## config.mk

```make
export PLATFORM = sky130hd
export DESIGN_NAME = first_fit_extent_allocator_top
export DESIGN_NICKNAME = d
export VERILOG_FILES = /design/src/hdl/ffea_pkg.sv /design/src/hdl/first_fit_extent_allocator_top.sv /design/src/hdl/ffea_ram.sv /design/src/hdl/ffea_datapath.sv /design/src/hdl/ffea_ctrl.sv
export VERILOG_INCLUDE_DIRS = /design/src /design/src/hdl
export SDC_FILE = /design/constraint.sdc
export NUM_CORES = 2
export LEC_CHECK = 0
export BUFFER_PORTS_ARGS = -buffer_cell sky130_fd_sc_hd__buf_2
export CAP_MARGIN = 20
export CORE_ASPECT_RATIO = 2
export CORE_UTILIZATION = 45
export DETAILED_ROUTE_END_ITERATION = 10
export GPL_TIMING_DRIVEN = 0
export PLACE_DENSITY_LB_ADDON = 0.2
export SYNTH_ARGS = -nofsm -noshare
export SYNTH_HDL_FRONTEND = slang
export SYNTH_SLANG_ARGS = --single-unit
export TNS_END_PERCENT = 30
```

## constraint.sdc

```tcl
create_clock -name clk -period 12.3 [get_ports clk]
set_clock_uncertainty 0.15 [all_clocks]
set_input_delay 1.23 -clock clk [delete_from_list [all_inputs] [get_ports clk]]
set_output_delay 1.23 -clock clk [all_outputs]
set_load 0.05 [all_outputs]
```

## src/hdl/assert_macros.svh

```systemverilog
// Assertion macros shared by the allocator RTL.
// Each macro wraps one clocked concurrent assertion on clk with reset rst_n.
`ifndef ASSERT_MACROS_SVH
`define ASSERT_MACROS_SVH

// Same-cycle implication.
`define FFEA_ASSERT_NOW(lbl, ante, cons, msg) \
  lbl: assert property (@(posedge clk) disable iff (!rst_n) (ante) |-> (cons)) else $error(msg);

// Next-cycle implication.
`define FFEA_ASSERT_NEXT(lbl, ante, cons, msg) \
  lbl: assert property (@(posedge clk) disable iff (!rst_n) (ante) |=> (cons)) else $error(msg);

`endif

```

## src/hdl/ffea_pkg.sv

```systemverilog
// Package for the first-fit extent allocator: sizes, codes and the
// controller/datapath command and status types. No dependencies.
`timescale 1ns / 1ps
package ffea_pkg;

  localparam int MAX_EXTENTS = 64;
  localparam int ADDR_W      = $clog2(MAX_EXTENTS);
  localparam int IDX_W       = ADDR_W + 1;
  localparam int START_W     = 23;
  localparam int LEN_W       = 24;
  localparam int ENT_W       = START_W + LEN_W;
  localparam int UNIT_SHIFT  = 4;
  localparam int NEED_W      = 33 - UNIT_SHIFT;
  localparam logic [LEN_W-1:0] POOL_CAP   = 24'd8388608;
  localparam logic [LEN_W-1:0] POOL_RESET = 24'd8388608;

  typedef enum logic [1:0] {
    MODE_ALLOC = 2'd0,
    MODE_FREE  = 2'd1,
    MODE_INIT  = 2'd2,
    MODE_NONE  = 2'd3
  } mode_t;

  typedef enum logic [2:0] {
    ST_OK      = 3'd0,
    ST_NOFIT   = 3'd1,
    ST_ZERO    = 3'd2,
    ST_RANGE   = 3'd3,
    ST_OVERLAP = 3'd4,
    ST_FULL    = 3'd5
  } st_code_t;

  typedef enum logic [3:0] {
    S_BOOT, S_IDLE, S_DISP, S_A_RD, S_A_CHK, S_SD_RD, S_SD_WR,
    S_F_RD, S_F_CHK, S_F_DEC, S_SU_RD, S_SU_WR, S_FIN
  } state_t;

  typedef enum logic [4:0] {
    DP_NOP, DP_LOAD, DP_INIT, DP_RD_IDX, DP_NEXT, DP_CARVE, DP_TAKE,
    DP_RD_DOWN, DP_WR_DOWN, DP_DEC, DP_ADV_PREV, DP_CAP_NEXT,
    DP_WR_MERGE2, DP_WR_PREV, DP_WR_NEXTJ, DP_SETJ, DP_RD_UP, DP_WR_UP,
    DP_WR_INS, DP_RESULT
  } dp_op_t;

  typedef struct packed {
    dp_op_t   op;
    st_code_t code;
  } dp_cmd_t;

  typedef struct packed {
    mode_t mode;
    logic  zero_req;
    logic  bad_range;
    logic  fit;
    logic  exact;
    logic  idx_end;
    logic  past_h;
    logic  more_down;
    logic  j_above;
    logic  overlap;
    logic  join_prev;
    logic  join_next;
    logic  full;
    logic  out_busy;
  } dp_stat_t;

endpackage

```

## src/hdl/first_fit_extent_allocator_top.sv

```systemverilog
// Channel | Dir | Fields (low bit up)
// in_     | in  | tdata: mode[1:0] request_bytes[33:2] payload_offset[57:34] block_units[81:58]
// out_    | out | tdata: status[2:0] result_offset[26:3] result_units[50:27]
// cfg_    | in  | wdata: pool_units[23:0], written when cfg_we is high
// One beat at a time; the work per beat grows with the extents scanned or shifted, as the
// controller steps through the table RAM, which has one write port and a registered read.
// After reset the first extent is written to the table in S_BOOT, in the cycle before in_tready rises.
// A result waits in the output register; a stalled out_ side holds only the next finish.
// Top level of the first-fit extent allocator; depends on ffea_pkg, ffea_ctrl,
// ffea_datapath and assert_macros.svh.
`timescale 1ns / 1ps
`include "assert_macros.svh"
module first_fit_extent_allocator_top (
  input  logic        clk,
  input  logic        rst_n,
  input  logic        in_tvalid,
  output logic        in_tready,
  // mode, request_bytes, payload_offset, block_units, zero fill
  input  logic [87:0] in_tdata,
  output logic        out_tvalid,
  input  logic        out_tready,
  // status, result_offset, result_units, zero fill
  output logic [55:0] out_tdata,
  input  logic        cfg_we,
  input  logic [23:0] cfg_wdata
);

  ffea_pkg::dp_cmd_t  cmd;
  ffea_pkg::dp_stat_t stat;

  ffea_ctrl u_ctrl (
    .clk(clk), .rst_n(rst_n), .in_tvalid(in_tvalid), .in_tready(in_tready),
    .cmd(cmd), .stat(stat)
  );

  ffea_datapath u_dp (
    .clk(clk), .rst_n(rst_n), .cmd(cmd), .stat(stat), .in_tdata(in_tdata),
    .cfg_we(cfg_we), .cfg_wdata(cfg_wdata), .out_tvalid(out_tvalid),
    .out_tready(out_tready), .out_tdata(out_tdata)
  );

  `FFEA_ASSERT_NEXT(a_one_at_a_time, in_tvalid && in_tready, !in_tready, "second beat taken early")
  `FFEA_ASSERT_NOW(a_no_overwrite, cmd.op == ffea_pkg::DP_RESULT, !stat.out_busy, "result overwritten")
  `FFEA_ASSERT_NEXT(a_result_shown, cmd.op == ffea_pkg::DP_RESULT, out_tvalid, "result not shown")

endmodule

```

## src/hdl/ffea_ram.sv

```systemverilog
// Generic single-write, single-read RAM with registered read data.
// No dependencies.
`timescale 1ns / 1ps
module ffea_ram #(
  parameter int WIDTH = 8,
  parameter int DEPTH = 16
) (
  input  logic                     clk,
  input  logic                     we,
  input  logic [$clog2(DEPTH)-1:0] waddr,
  input  logic [WIDTH-1:0]         wdata,
  input  logic [$clog2(DEPTH)-1:0] raddr,
  output logic [WIDTH-1:0]         rdata
);

  logic [WIDTH-1:0] mem [DEPTH];

  always_ff @(posedge clk) begin
    if (we) begin
      mem[waddr] <= wdata;
    end
    rdata <= mem[raddr];
  end

endmodule

```

## src/hdl/ffea_datapath.sv

```systemverilog
// Allocator datapath: extent table RAM, scan and shift registers, result register.
// Depends on ffea_pkg and ffea_ram; driven by ffea_ctrl commands.
`timescale 1ns / 1ps
module ffea_datapath (
  input  logic              clk,
  input  logic              rst_n,
  input  ffea_pkg::dp_cmd_t cmd,
  output ffea_pkg::dp_stat_t stat,
  input  logic [87:0]       in_tdata,
  input  logic              cfg_we,
  input  logic [23:0]       cfg_wdata,
  output logic              out_tvalid,
  input  logic              out_tready,
  output logic [55:0]       out_tdata
);

  localparam int AW = ffea_pkg::ADDR_W;
  localparam int IW = ffea_pkg::IDX_W;
  localparam int SW = ffea_pkg::START_W;
  localparam int LW = ffea_pkg::LEN_W;
  localparam int NW = ffea_pkg::NEED_W;

  logic [LW-1:0] pool_r;
  logic [IW-1:0] count_r, idx_r, j_r;
  logic [1:0]    mode_r;
  logic          zero_r, pay_zero_r;
  logic [NW-1:0] need_r;
  logic [LW-1:0] h_r, units_r;
  logic [SW-1:0] prev_s_r, cur_s_r;
  logic [LW-1:0] prev_l_r, cur_l_r;
  logic          has_prev_r, has_next_r;
  logic [LW-1:0] alloc_off_r, alloc_units_r;
  logic          out_valid_r;
  logic [2:0]    out_status_r;
  logic [LW-1:0] out_off_r, out_units_r;

  logic                    we;
  logic [AW-1:0]           waddr, raddr;
  logic [ffea_pkg::ENT_W-1:0] wdata, rdata;
  logic [SW-1:0]           rd_s;
  logic [LW-1:0]           rd_l, usable, new_len;
  logic [IW-1:0]           idx_m1, j_m1;
  logic [LW:0]             prev_end, h_end;
  logic [NW-1:0]           need_in;
  logic                    res_alloc;

  ffea_ram #(.WIDTH(ffea_pkg::ENT_W), .DEPTH(ffea_pkg::MAX_EXTENTS)) u_table (
    .clk(clk), .we(we), .waddr(waddr), .wdata(wdata), .raddr(raddr), .rdata(rdata)
  );

  assign rd_s     = rdata[ffea_pkg::ENT_W-1:LW];
  assign rd_l     = rdata[LW-1:0];
  assign usable   = (pool_r > ffea_pkg::POOL_CAP) ? ffea_pkg::POOL_CAP : pool_r;
  assign new_len  = rd_l - need_r[LW-1:0];
  assign idx_m1   = idx_r - IW'(1);
  assign j_m1     = j_r - IW'(1);
  assign prev_end = {2'b0, prev_s_r} + {1'b0, prev_l_r};
  assign h_end    = {1'b0, h_r} + {1'b0, units_r};
  assign need_in  = NW'(({1'b0, in_tdata[33:2]} + 33'd15) >> ffea_pkg::UNIT_SHIFT) + NW'(1);
  assign res_alloc = (cmd.code == ffea_pkg::ST_OK) && (mode_r == ffea_pkg::MODE_ALLOC);

  always_comb begin
    stat.mode      = ffea_pkg::mode_t'(mode_r);
    stat.zero_req  = zero_r;
    stat.bad_range = pay_zero_r || (units_r == '0) || (h_end > {1'b0, usable});
    stat.fit       = {{(NW-LW){1'b0}}, rd_l} >= need_r;
    stat.exact     = {{(NW-LW){1'b0}}, rd_l} == need_r;
    stat.idx_end   = idx_r == count_r;
    stat.past_h    = {1'b0, rd_s} > h_r;
    stat.more_down = ({1'b0, idx_r} + (IW+1)'(1)) < {1'b0, count_r};
    stat.j_above   = j_r > idx_r;
    stat.overlap   = (has_prev_r && (prev_end > {1'b0, h_r})) ||
                     (has_next_r && (h_end > {2'b0, cur_s_r}));
    stat.join_prev = has_prev_r && (prev_end == {1'b0, h_r});
    stat.join_next = has_next_r && (h_end == {2'b0, cur_s_r});
    stat.full      = count_r == IW'(ffea_pkg::MAX_EXTENTS);
    stat.out_busy  = out_valid_r && !out_tready;
  end

  always_comb begin
    we    = 1'b0;
    waddr = idx_r[AW-1:0];
    wdata = rdata;
    raddr = idx_r[AW-1:0];
    case (cmd.op)
      ffea_pkg::DP_INIT: begin
        we    = 1'b1;
        waddr = '0;
        wdata = {{SW{1'b0}}, usable};
      end
      ffea_pkg::DP_CARVE: begin
        we    = 1'b1;
        wdata = {rd_s, new_len};
      end
      ffea_pkg::DP_RD_DOWN:   raddr = AW'(idx_r + IW'(1));
      ffea_pkg::DP_WR_DOWN:   we = 1'b1;
      ffea_pkg::DP_WR_MERGE2: begin
        we    = 1'b1;
        waddr = idx_m1[AW-1:0];
        wdata = {prev_s_r, prev_l_r + units_r + cur_l_r};
      end
      ffea_pkg::DP_WR_PREV: begin
        we    = 1'b1;
        waddr = idx_m1[AW-1:0];
        wdata = {prev_s_r, prev_l_r + units_r};
      end
      ffea_pkg::DP_WR_NEXTJ: begin
        we    = 1'b1;
        wdata = {h_r[SW-1:0], cur_l_r + units_r};
      end
      ffea_pkg::DP_RD_UP:     raddr = j_m1[AW-1:0];
      ffea_pkg::DP_WR_UP: begin
        we    = 1'b1;
        waddr = j_r[AW-1:0];
      end
      ffea_pkg::DP_WR_INS: begin
        we    = 1'b1;
        wdata = {h_r[SW-1:0], units_r};
      end
      default: ;
    endcase
  end

  always_ff @(posedge clk) begin
    if (!rst_n) begin
      pool_r      <= ffea_pkg::POOL_RESET;
      count_r     <= '0;
      out_valid_r <= 1'b0;
    end else begin
      if (cfg_we) begin
        pool_r <= cfg_wdata;
      end
      if (cmd.op == ffea_pkg::DP_RESULT) begin
        out_valid_r <= 1'b1;
      end else if (out_valid_r && out_tready) begin
        out_valid_r <= 1'b0;
      end
      case (cmd.op)
        ffea_pkg::DP_LOAD: begin
          mode_r     <= in_tdata[1:0];
          zero_r     <= in_tdata[33:2] == '0;
          need_r     <= need_in;
          pay_zero_r <= in_tdata[57:34] == '0;
          h_r        <= in_tdata[57:34] - LW'(1);
          units_r    <= in_tdata[81:58];
          idx_r      <= '0;
          has_prev_r <= 1'b0;
          has_next_r <= 1'b0;
        end
        ffea_pkg::DP_INIT:     count_r <= (usable != '0) ? IW'(1) : '0;
        ffea_pkg::DP_NEXT:     idx_r <= idx_r + IW'(1);
        ffea_pkg::DP_CARVE: begin
          alloc_off_r   <= LW'({1'b0, rd_s} + new_len + LW'(1));
          alloc_units_r <= need_r[LW-1:0];
        end
        ffea_pkg::DP_TAKE: begin
          alloc_off_r   <= {1'b0, rd_s} + LW'(1);
          alloc_units_r <= need_r[LW-1:0];
        end
        ffea_pkg::DP_WR_DOWN:  idx_r <= idx_r + IW'(1);
        ffea_pkg::DP_DEC:      count_r <= count_r - IW'(1);
        ffea_pkg::DP_ADV_PREV: begin
          prev_s_r   <= rd_s;
          prev_l_r   <= rd_l;
          has_prev_r <= 1'b1;
          idx_r      <= idx_r + IW'(1);
        end
        ffea_pkg::DP_CAP_NEXT: begin
          cur_s_r    <= rd_s;
          cur_l_r    <= rd_l;
          has_next_r <= 1'b1;
        end
        ffea_pkg::DP_SETJ:     j_r <= count_r;
        ffea_pkg::DP_WR_UP:    j_r <= j_m1;
        ffea_pkg::DP_WR_INS:   count_r <= count_r + IW'(1);
        ffea_pkg::DP_RESULT: begin
          out_status_r <= cmd.code;
          out_off_r    <= res_alloc ? alloc_off_r : '0;
          out_units_r  <= res_alloc ? alloc_units_r : '0;
        end
        default: ;
      endcase
    end
  end

  assign out_tvalid = out_valid_r;
  assign out_tdata  = {5'b0, out_units_r, out_off_r, out_status_r};

endmodule

```

## src/hdl/ffea_ctrl.sv

```systemverilog
// Allocator controller: sequences scans, shifts and table writes per beat.
// Depends on ffea_pkg; drives ffea_datapath through command and status structs.
`timescale 1ns / 1ps
module ffea_ctrl (
  input  logic               clk,
  input  logic               rst_n,
  input  logic               in_tvalid,
  output logic               in_tready,
  output ffea_pkg::dp_cmd_t  cmd,
  input  ffea_pkg::dp_stat_t stat
);

  ffea_pkg::state_t   state_r, state_nxt;
  ffea_pkg::st_code_t code_r, code_nxt;

  always_ff @(posedge clk) begin
    if (!rst_n) begin
      state_r <= ffea_pkg::S_BOOT;
      code_r  <= ffea_pkg::ST_OK;
    end else begin
      state_r <= state_nxt;
      code_r  <= code_nxt;
    end
  end

  always_comb begin
    state_nxt = state_r;
    code_nxt  = code_r;
    cmd.op    = ffea_pkg::DP_NOP;
    cmd.code  = code_r;
    in_tready = 1'b0;
    case (state_r)
      ffea_pkg::S_BOOT: begin
        cmd.op    = ffea_pkg::DP_INIT;
        state_nxt = ffea_pkg::S_IDLE;
      end
      ffea_pkg::S_IDLE: begin
        in_tready = 1'b1;
        if (in_tvalid) begin
          cmd.op    = ffea_pkg::DP_LOAD;
          state_nxt = ffea_pkg::S_DISP;
        end
      end
      ffea_pkg::S_DISP: begin
        code_nxt  = ffea_pkg::ST_OK;
        state_nxt = ffea_pkg::S_FIN;
        case (stat.mode)
          ffea_pkg::MODE_ALLOC: begin
            if (stat.zero_req) code_nxt = ffea_pkg::ST_ZERO;
            else state_nxt = ffea_pkg::S_A_RD;
          end
          ffea_pkg::MODE_FREE: begin
            if (stat.bad_range) code_nxt = ffea_pkg::ST_RANGE;
            else state_nxt = ffea_pkg::S_F_RD;
          end
          ffea_pkg::MODE_INIT: cmd.op = ffea_pkg::DP_INIT;
          default: ;
        endcase
      end
      ffea_pkg::S_A_RD: begin
        if (stat.idx_end) begin
          code_nxt  = ffea_pkg::ST_NOFIT;
          state_nxt = ffea_pkg::S_FIN;
        end else begin
          cmd.op    = ffea_pkg::DP_RD_IDX;
          state_nxt = ffea_pkg::S_A_CHK;
        end
      end
      ffea_pkg::S_A_CHK: begin
        if (stat.fit && !stat.exact) begin
          cmd.op    = ffea_pkg::DP_CARVE;
          code_nxt  = ffea_pkg::ST_OK;
          state_nxt = ffea_pkg::S_FIN;
        end else if (stat.fit) begin
          cmd.op    = ffea_pkg::DP_TAKE;
          state_nxt = ffea_pkg::S_SD_RD;
        end else begin
          cmd.op    = ffea_pkg::DP_NEXT;
          state_nxt = ffea_pkg::S_A_RD;
        end
      end
      ffea_pkg::S_SD_RD: begin
        if (stat.more_down) begin
          cmd.op    = ffea_pkg::DP_RD_DOWN;
          state_nxt = ffea_pkg::S_SD_WR;
        end else begin
          cmd.op    = ffea_pkg::DP_DEC;
          code_nxt  = ffea_pkg::ST_OK;
          state_nxt = ffea_pkg::S_FIN;
        end
      end
      ffea_pkg::S_SD_WR: begin
        cmd.op    = ffea_pkg::DP_WR_DOWN;
        state_nxt = ffea_pkg::S_SD_RD;
      end
      ffea_pkg::S_F_RD: begin
        if (stat.idx_end) begin
          state_nxt = ffea_pkg::S_F_DEC;
        end else begin
          cmd.op    = ffea_pkg::DP_RD_IDX;
          state_nxt = ffea_pkg::S_F_CHK;
        end
      end
      ffea_pkg::S_F_CHK: begin
        if (stat.past_h) begin
          cmd.op    = ffea_pkg::DP_CAP_NEXT;
          state_nxt = ffea_pkg::S_F_DEC;
        end else begin
          cmd.op    = ffea_pkg::DP_ADV_PREV;
          state_nxt = ffea_pkg::S_F_RD;
        end
      end
      ffea_pkg::S_F_DEC: begin
        code_nxt  = ffea_pkg::ST_OK;
        state_nxt = ffea_pkg::S_FIN;
        if (stat.overlap) begin
          code_nxt = ffea_pkg::ST_OVERLAP;
        end else if (stat.join_prev && stat.join_next) begin
          cmd.op    = ffea_pkg::DP_WR_MERGE2;
          state_nxt = ffea_pkg::S_SD_RD;
        end else if (stat.join_prev) begin
          cmd.op = ffea_pkg::DP_WR_PREV;
        end else if (stat.join_next) begin
          cmd.op = ffea_pkg::DP_WR_NEXTJ;
        end else if (stat.full) begin
          code_nxt = ffea_pkg::ST_FULL;
        end else begin
          cmd.op    = ffea_pkg::DP_SETJ;
          state_nxt = ffea_pkg::S_SU_RD;
        end
      end
      ffea_pkg::S_SU_RD: begin
        if (stat.j_above) begin
          cmd.op    = ffea_pkg::DP_RD_UP;
          state_nxt = ffea_pkg::S_SU_WR;
        end else begin
          cmd.op    = ffea_pkg::DP_WR_INS;
          code_nxt  = ffea_pkg::ST_OK;
          state_nxt = ffea_pkg::S_FIN;
        end
      end
      ffea_pkg::S_SU_WR: begin
        cmd.op    = ffea_pkg::DP_WR_UP;
        state_nxt = ffea_pkg::S_SU_RD;
      end
      ffea_pkg::S_FIN: begin
        if (!stat.out_busy) begin
          cmd.op    = ffea_pkg::DP_RESULT;
          state_nxt = ffea_pkg::S_IDLE;
        end
      end
      default: state_nxt = ffea_pkg::S_IDLE;
    endcase
  end

endmodule

```

==> metrics.md, run 1 <==
| Metric | Value |
|---|---|
| Status | `did not finish` |
| Exit stage | `5_1_grt` |
| Stop err | `[ERROR GRT-0116] Global routing finished with congestion. Check the congestion regions in the DRC Viewer.` |
| Ranking of synthesized cells by area | `edfxtp_1 (69%), nand2_1 (4.4%), mux2i_1 (3.1%)` |
| Number of buffers added on ports | `between 150 and 200` |
| Post-synthesis sequential area ratio | `between 70% and 80%` |
| Gpl congestion | `about 1.1` |
| Total CTS buffers | `about 320` |
| CTS root buf | `clkbuf_16` |
| Synth unique cells | `approximately 100` |
| Adder-cell share of the synthesized area | `roughly 2.4%` |
| Post-CTS Hold Buffers | `0` |
| Synth area leader | `edfxtp_1` |
| Vias in the first global route | `111000` |
| Synthesis warning total | `0` |
| Post-synth top flop | `edfxtp_1` |
| Area share of the largest cell type after synthesis | `69.0%` |
| Synth cell count leaders | `edfxtp_1 (3298), nand2_1 (1699), a21oi_1 (474), mux2i_1 (449), nand3_1 (374)` |
| Overflow after GRT | `24` |
| IO Pins | `~180` |
| #FFs+latches synth | `3384` |
| Row count | `292` |
| Tot GR Track Use | `~54%` |
| Detailed Place HPWL | `between 600000 and 700000 µm` |
| Clk sinks | `about 3400` |
| Largest family of logic cells by synthesized area | `simple AND/OR/NAND/NOR gates` |
| H-Tree Depth | `5` |
| Async set-reset flop share out of synthesis | `0%` |
| Post-DP Area | `approximately 0.16 mm²` |
| CTS max path bufs | `4` |
| Xor and xnor fraction of the mapped netlist area | `between 1 and 1.5%` |
| Post-synth EDFFs | `between 3000 and 4000` |
| Mean post-synth cell area | `approximately 14 µm²` |
| Synth Area in Compound Gates | `9.62%` |
| Simple-Gate Fraction of Synth Area | `9.84%` |
| First-pass GRT wire length | `1130000 µm` |
| Cell area after synthesis | `0.144 mm²` |
| Initial core utilization | `between 40% and 50%` |
| Mux cell area share after synthesis | `4.03%` |
| DIE WIDTH | `about 400 µm` |
| Largest net degree at the start of global routing | `65` |
| Most frequent cell after synthesis | `edfxtp_1` |
| Chip height | `about 800 µm` |
| Synth Instances | `just over 10000` |
per-stage QoR:
step | setup WS (ns) | std cells | hold slack (ns) | TNS (ns) | utilization [%]
detailed placement | -3.08 | 15000 | 0.287 | -1493.03 | 50.0
CTS | 0.0528 | 15600 | 0.267 | 0 | 53.3
global placement | -8.54 | 14500 | 0.287 | - | 47.2
floorplan | 1.92 | 10300 | 0.273 | 0 | -
timing repair:
action,CTS
setup buffers,5
gates resized for setup,21
setup endpoints to repair,1220
gates cloned,1
pin swaps,3
layer usage:
layer | GRT usage, % | overflow
met5 | 1.72 | 0
met4 | 62.2 | 14
met3 | 25.6 | 0
met2 | 80.1 | 10
met1 | 51.5 | 0
cells by family after synthesis:
family	after synthesis
xor gates and xnor gates	218
muxes	517
other	1
DFF	3384
buffers and inverters	780
AOI/OAI and AO/OA	1958
and+or+nand+nor	3131
adders and majority gates	270
==> run 2, diff against run 1 <==
--- a/config.mk
+++ b/config.mk
@@ -8,11 +8,10 @@
 export LEC_CHECK = 0
 export BUFFER_PORTS_ARGS = -buffer_cell sky130_fd_sc_hd__buf_2
 export CAP_MARGIN = 20
-export CORE_ASPECT_RATIO = 2
-export CORE_UTILIZATION = 45
+export CORE_UTILIZATION = 30
 export DETAILED_ROUTE_END_ITERATION = 10
 export GPL_TIMING_DRIVEN = 0
-export PLACE_DENSITY_LB_ADDON = 0.2
+export PLACE_DENSITY_LB_ADDON = 0.15
 export SYNTH_ARGS = -nofsm -noshare
 export SYNTH_HDL_FRONTEND = slang
 export SYNTH_SLANG_ARGS = --single-unit
==> run 2 against run 1 <==
Effect of this change: the flow now finishes, with violations (slew limit); area after synthesis unchanged; synthesized cell count stayed put.
==> metrics.md, run 2 <==
| Metric | Value |
|---|---|
| Failing checks | `slew limit` |
| Final worst slack | `0.409 ns` |
| Final nets | `between 10000 and 15000` |
| Pre-CTS setup slack | `-1.20 ns` |
| RR Startpoint | `u_dp.prev_l_r[0]` |
| Gate power share | `21.4%` |
| Biggest regs | `u_dp.u_table.mem x3008, u_dp.u_table.rdata x47, u_dp.need_r x29` |
| Fmax | `approximately 84 MHz` |
| Clock group share of total power | `roughly a third` |
| CTS tree | `built` |
| Synth cell count leaders | `edfxtp_1 (3298), nand2_1 (1699), a21oi_1 (474), mux2i_1 (449), nand3_1 (374)` |
| Total CTS buffers | `a little under 400` |
| Hold Path Depth | `1` |
| Crit path to | `u_dp.u_table.mem[53][22]` |
| Critical Path Most Common Cell | `buf_4` |
| Status | `complete, but fails checks` |
| Slew HR | `-0.487%` |
| Reg power frac | `a little over two fifths` |
| RSZ-0062 raised after global routing | `no` |
| Period utilisation layout | `a little over nine tenths` |
| IO Pins | `about 180` |
| Starting DRT DRC Count | `roughly 18000` |
| Cell Int Power | `approximately 0.022 W` |
| Crit Path Category | `reg2reg` |
| Req. time, crit path | `between 10 and 15 ns` |
| Chip height | `~700 µm` |
| Most frequent cells in the layout | `edfxtp_1 (3298), nand2_1 (1698), a21oi_1 (456)` |
| Via count | `around 110k` |
| CTS max path bufs | `4` |
| Area share of the largest cell type after synthesis | `between 60% and 70%` |
| Initial core utilization | `between 30 and 40%` |
| First-pass GRT wire length | `roughly 980000 µm` |
| CP Max Fanout | `10` |
| Vias in the first global route | `between 90000 and 100k` |
| Detailed Place HPWL | `582000 µm` |
| Hold crit path type | `in2reg` |
| Final Critical Period | `between 10 and 15 ns` |
| Row count | `around 250` |
| Switch share | `roughly 32%` |
| Worst flop-to-flop path endpoint | `u_dp.u_table.mem[53][22]` |
| Share of layout cells above drive strength 1 | `15.4%` |
| DIE WIDTH | `approximately 700 µm` |
| Arr. time, crit path | `roughly 13 ns` |
| Synth area leader | `edfxtp_1` |
| DIE AREA | `roughly 0.48 mm²` |
| CP Launch Point | `u_dp.prev_l_r[0]` |
| Cell area after synthesis | `roughly 0.14 mm²` |
| Largest net degree at the start of global routing | `65` |
| Async set-reset flop share out of synthesis | `0%` |
| Slowest CP cell | `edfxtp_1` |
| Net switching power | `0.0107 W` |
| Final hold violations | `0` |
| #FFs+latches synth | `between 3000 and 4000` |
| Post-synthesis sequential area ratio | `between 70% and 80%` |
| Largest register by flop count | `u_dp.u_table.mem` |
| Synth Instances | `10300` |
| Clock insertion delay at the later pin of the skew report | `1.07 ns` |
| Most common cell after layout, fill and taps aside | `edfxtp_1` |
| Post-DP Area | `roughly 0.16 mm²` |
| Post-route cell area | `around 0.17 mm²` |
| R2R depth | `between 40 and 50` |
| Worst setup SP type | `flop` |
| Core Region | `around 0.48 mm²` |
| Crit path capture type | `flop` |
| Max reg flops | `3008` |
| Worst Tran Pin Value | `1.51 ns` |
| Synth unique cells | `99` |
| Crit-path max cell delay | `roughly 0.5 ns` |
| Number of buffers added on ports | `160` |
| Overflow after GRT | `0` |
| Clk sinks | `approximately 3400` |
| DRC Markers | `0` |
| Routed wire length | `a little under 800000 µm` |
| Clk slew on worst S/H paths | `about 0.06 ns` |
| Initial antenna violation count | `a little under 100` |
| H-Tree Depth | `5` |
| Area Overhead vs Synth | `21.0%` |
| Setup violations, final | `0` |
| Most frequent cell after synthesis | `edfxtp_1` |
| WL per Instance | `between 40 and 50 µm` |
| Synthesis warning total | `0` |
| Max-Cap Viols | `0` |
| Leak Pwr | `roughly 60 nW` |
| Post-DRT Antenna Nets | `0` |
| Post-synth top flop | `edfxtp_1` |
| Pins over their slew limit | `1` |
| Post-synth EDFFs | `3298` |
| R2R Setup Slk | `a little over 0.4 ns` |
| Tot GR Track Use | `between 30% and 40%` |
| Max VDD drop | `about 0.00013 V` |
| Pwr/cell area | `190 mW/mm²` |
| Post-CTS Hold Buffers | `0` |
| Gpl congestion | `0.982` |
| CTS root buf | `clkbuf_16` |
| Ranking of synthesized cells by area | `edfxtp_1 (69%), nand2_1 (4.4%), mux2i_1 (3.1%)` |
| Mean post-synth cell area | `14.0 µm²` |
| Total iterations of the first detailed-routing run | `10` |
| Fillers | `approximately 45000` |
| Drt via density | `approximately 5.9` |
-- run 2: cell counts after synthesis --
No cell type changed its count.
-- run 2: cell type report --
cell class              count  area, µm²  share of cell area [%]
plain buffers             611       3080                    1.78
flip-flops and latches   3384     101000                    58.0
multi-input cells        6099      40100                    23.1
well taps                6375       7980                    4.59
diodes                     70        175                   0.101
clock inverters           218       1960                    1.13
repair buffers            612       8570                    4.94
clock buffers             492      10300                    5.94
inverters                 169        662                   0.381
-- run 2: worst min-delay path by stage --
| stage | startpoint | to | slack (ns) |
|---|---|---|---|
| 6_report | in_tdata[73] | u_dp.units_r[15] | 0.29 |
| 5_1_grt | in_tdata[73] | u_dp.units_r[15] | 0.28 |
| 4_1_cts | in_tdata[0] | u_dp.mode_r[0] | 0.24 |
| 3_5_place_dp | u_dp.need_r[13] | u_dp.alloc_units_r[13] | 0.31 |
| 3_3_place_gp | u_dp.need_r[16] | u_dp.alloc_units_r[16] | 0.30 |
| 2_1_floorplan | u_ctrl.code_r[0] | u_dp.out_status_r[0] | 0.27 |
-- run 2: layer usage --
metal,GRT usage [%],routed length (µm)
met1,38.8,288000
met2,45.5,325000
met3,9.76,93100
met4,20.6,62700
met5,0,218
-- run 2: power groups by stage --
stage	Clock [W]	Combinational, W	Sequential, W
6_report	0.0115	0.00708	0.0145
5_1_grt	0.0119	0.00709	0.0145
4_1_cts	0.0116	0.00679	0.0145
3_5_place_dp	0	0.00676	0.0147
3_3_place_gp	0	0.00577	0.0152
2_1_floorplan	0	0.00261	0.0146
-- run 2: timing repair --
action                                  in CTS  in global routing
pin swaps                                    0                  1
endpoints found under the setup margin     467                174
resized for setup                            9                 11
setup buffers                                0                  2
-- run 2: stage by stage --
stage / TNS, ns / hold slack (ns) / total power [W] / util (%) / cells
after floorplan: 0 / 0.273 / 0.0173 / - / 10300
after global placement: - / 0.299 / 0.0209 / 32.0 / 16800
after detailed placement: -203.94 / 0.307 / 0.0215 / 33.8 / 17200
after CTS: 0 / 0.241 / 0.0328 / 36.4 / 17900
after global routing: 0 / 0.276 / 0.0335 / 36.5 / 18000
final: 0 / 0.291 / 0.0331 / 36.5 / 18000
-- run 2: critical path: cells and delay by family, from the launching register on --
kind,cells,cell delay [ns]
flip-flops,1,0.50
multiplexers,1,0.38
XOR/XNOR,2,0.20
adder cells (fa/ha/maj),5,1.49
AND/OR/NAND/NOR,11,2.22
buffers and inverters,7,1.41
AO/OA/AOI/OAI,20,5.34
-- run 2: kinds of logic after synthesis --
kind of cell,after synthesis,synth area share [%]
flops,3384,70.2
simple gates,3131,9.84
compound gates,1958,9.62
buf+inv,780,2.57
mux,517,4.03
fa+ha+maj,270,2.39
xor+xnor,218,1.33
other cells,1,0.00261
Power figures use the tool's default switching activity.
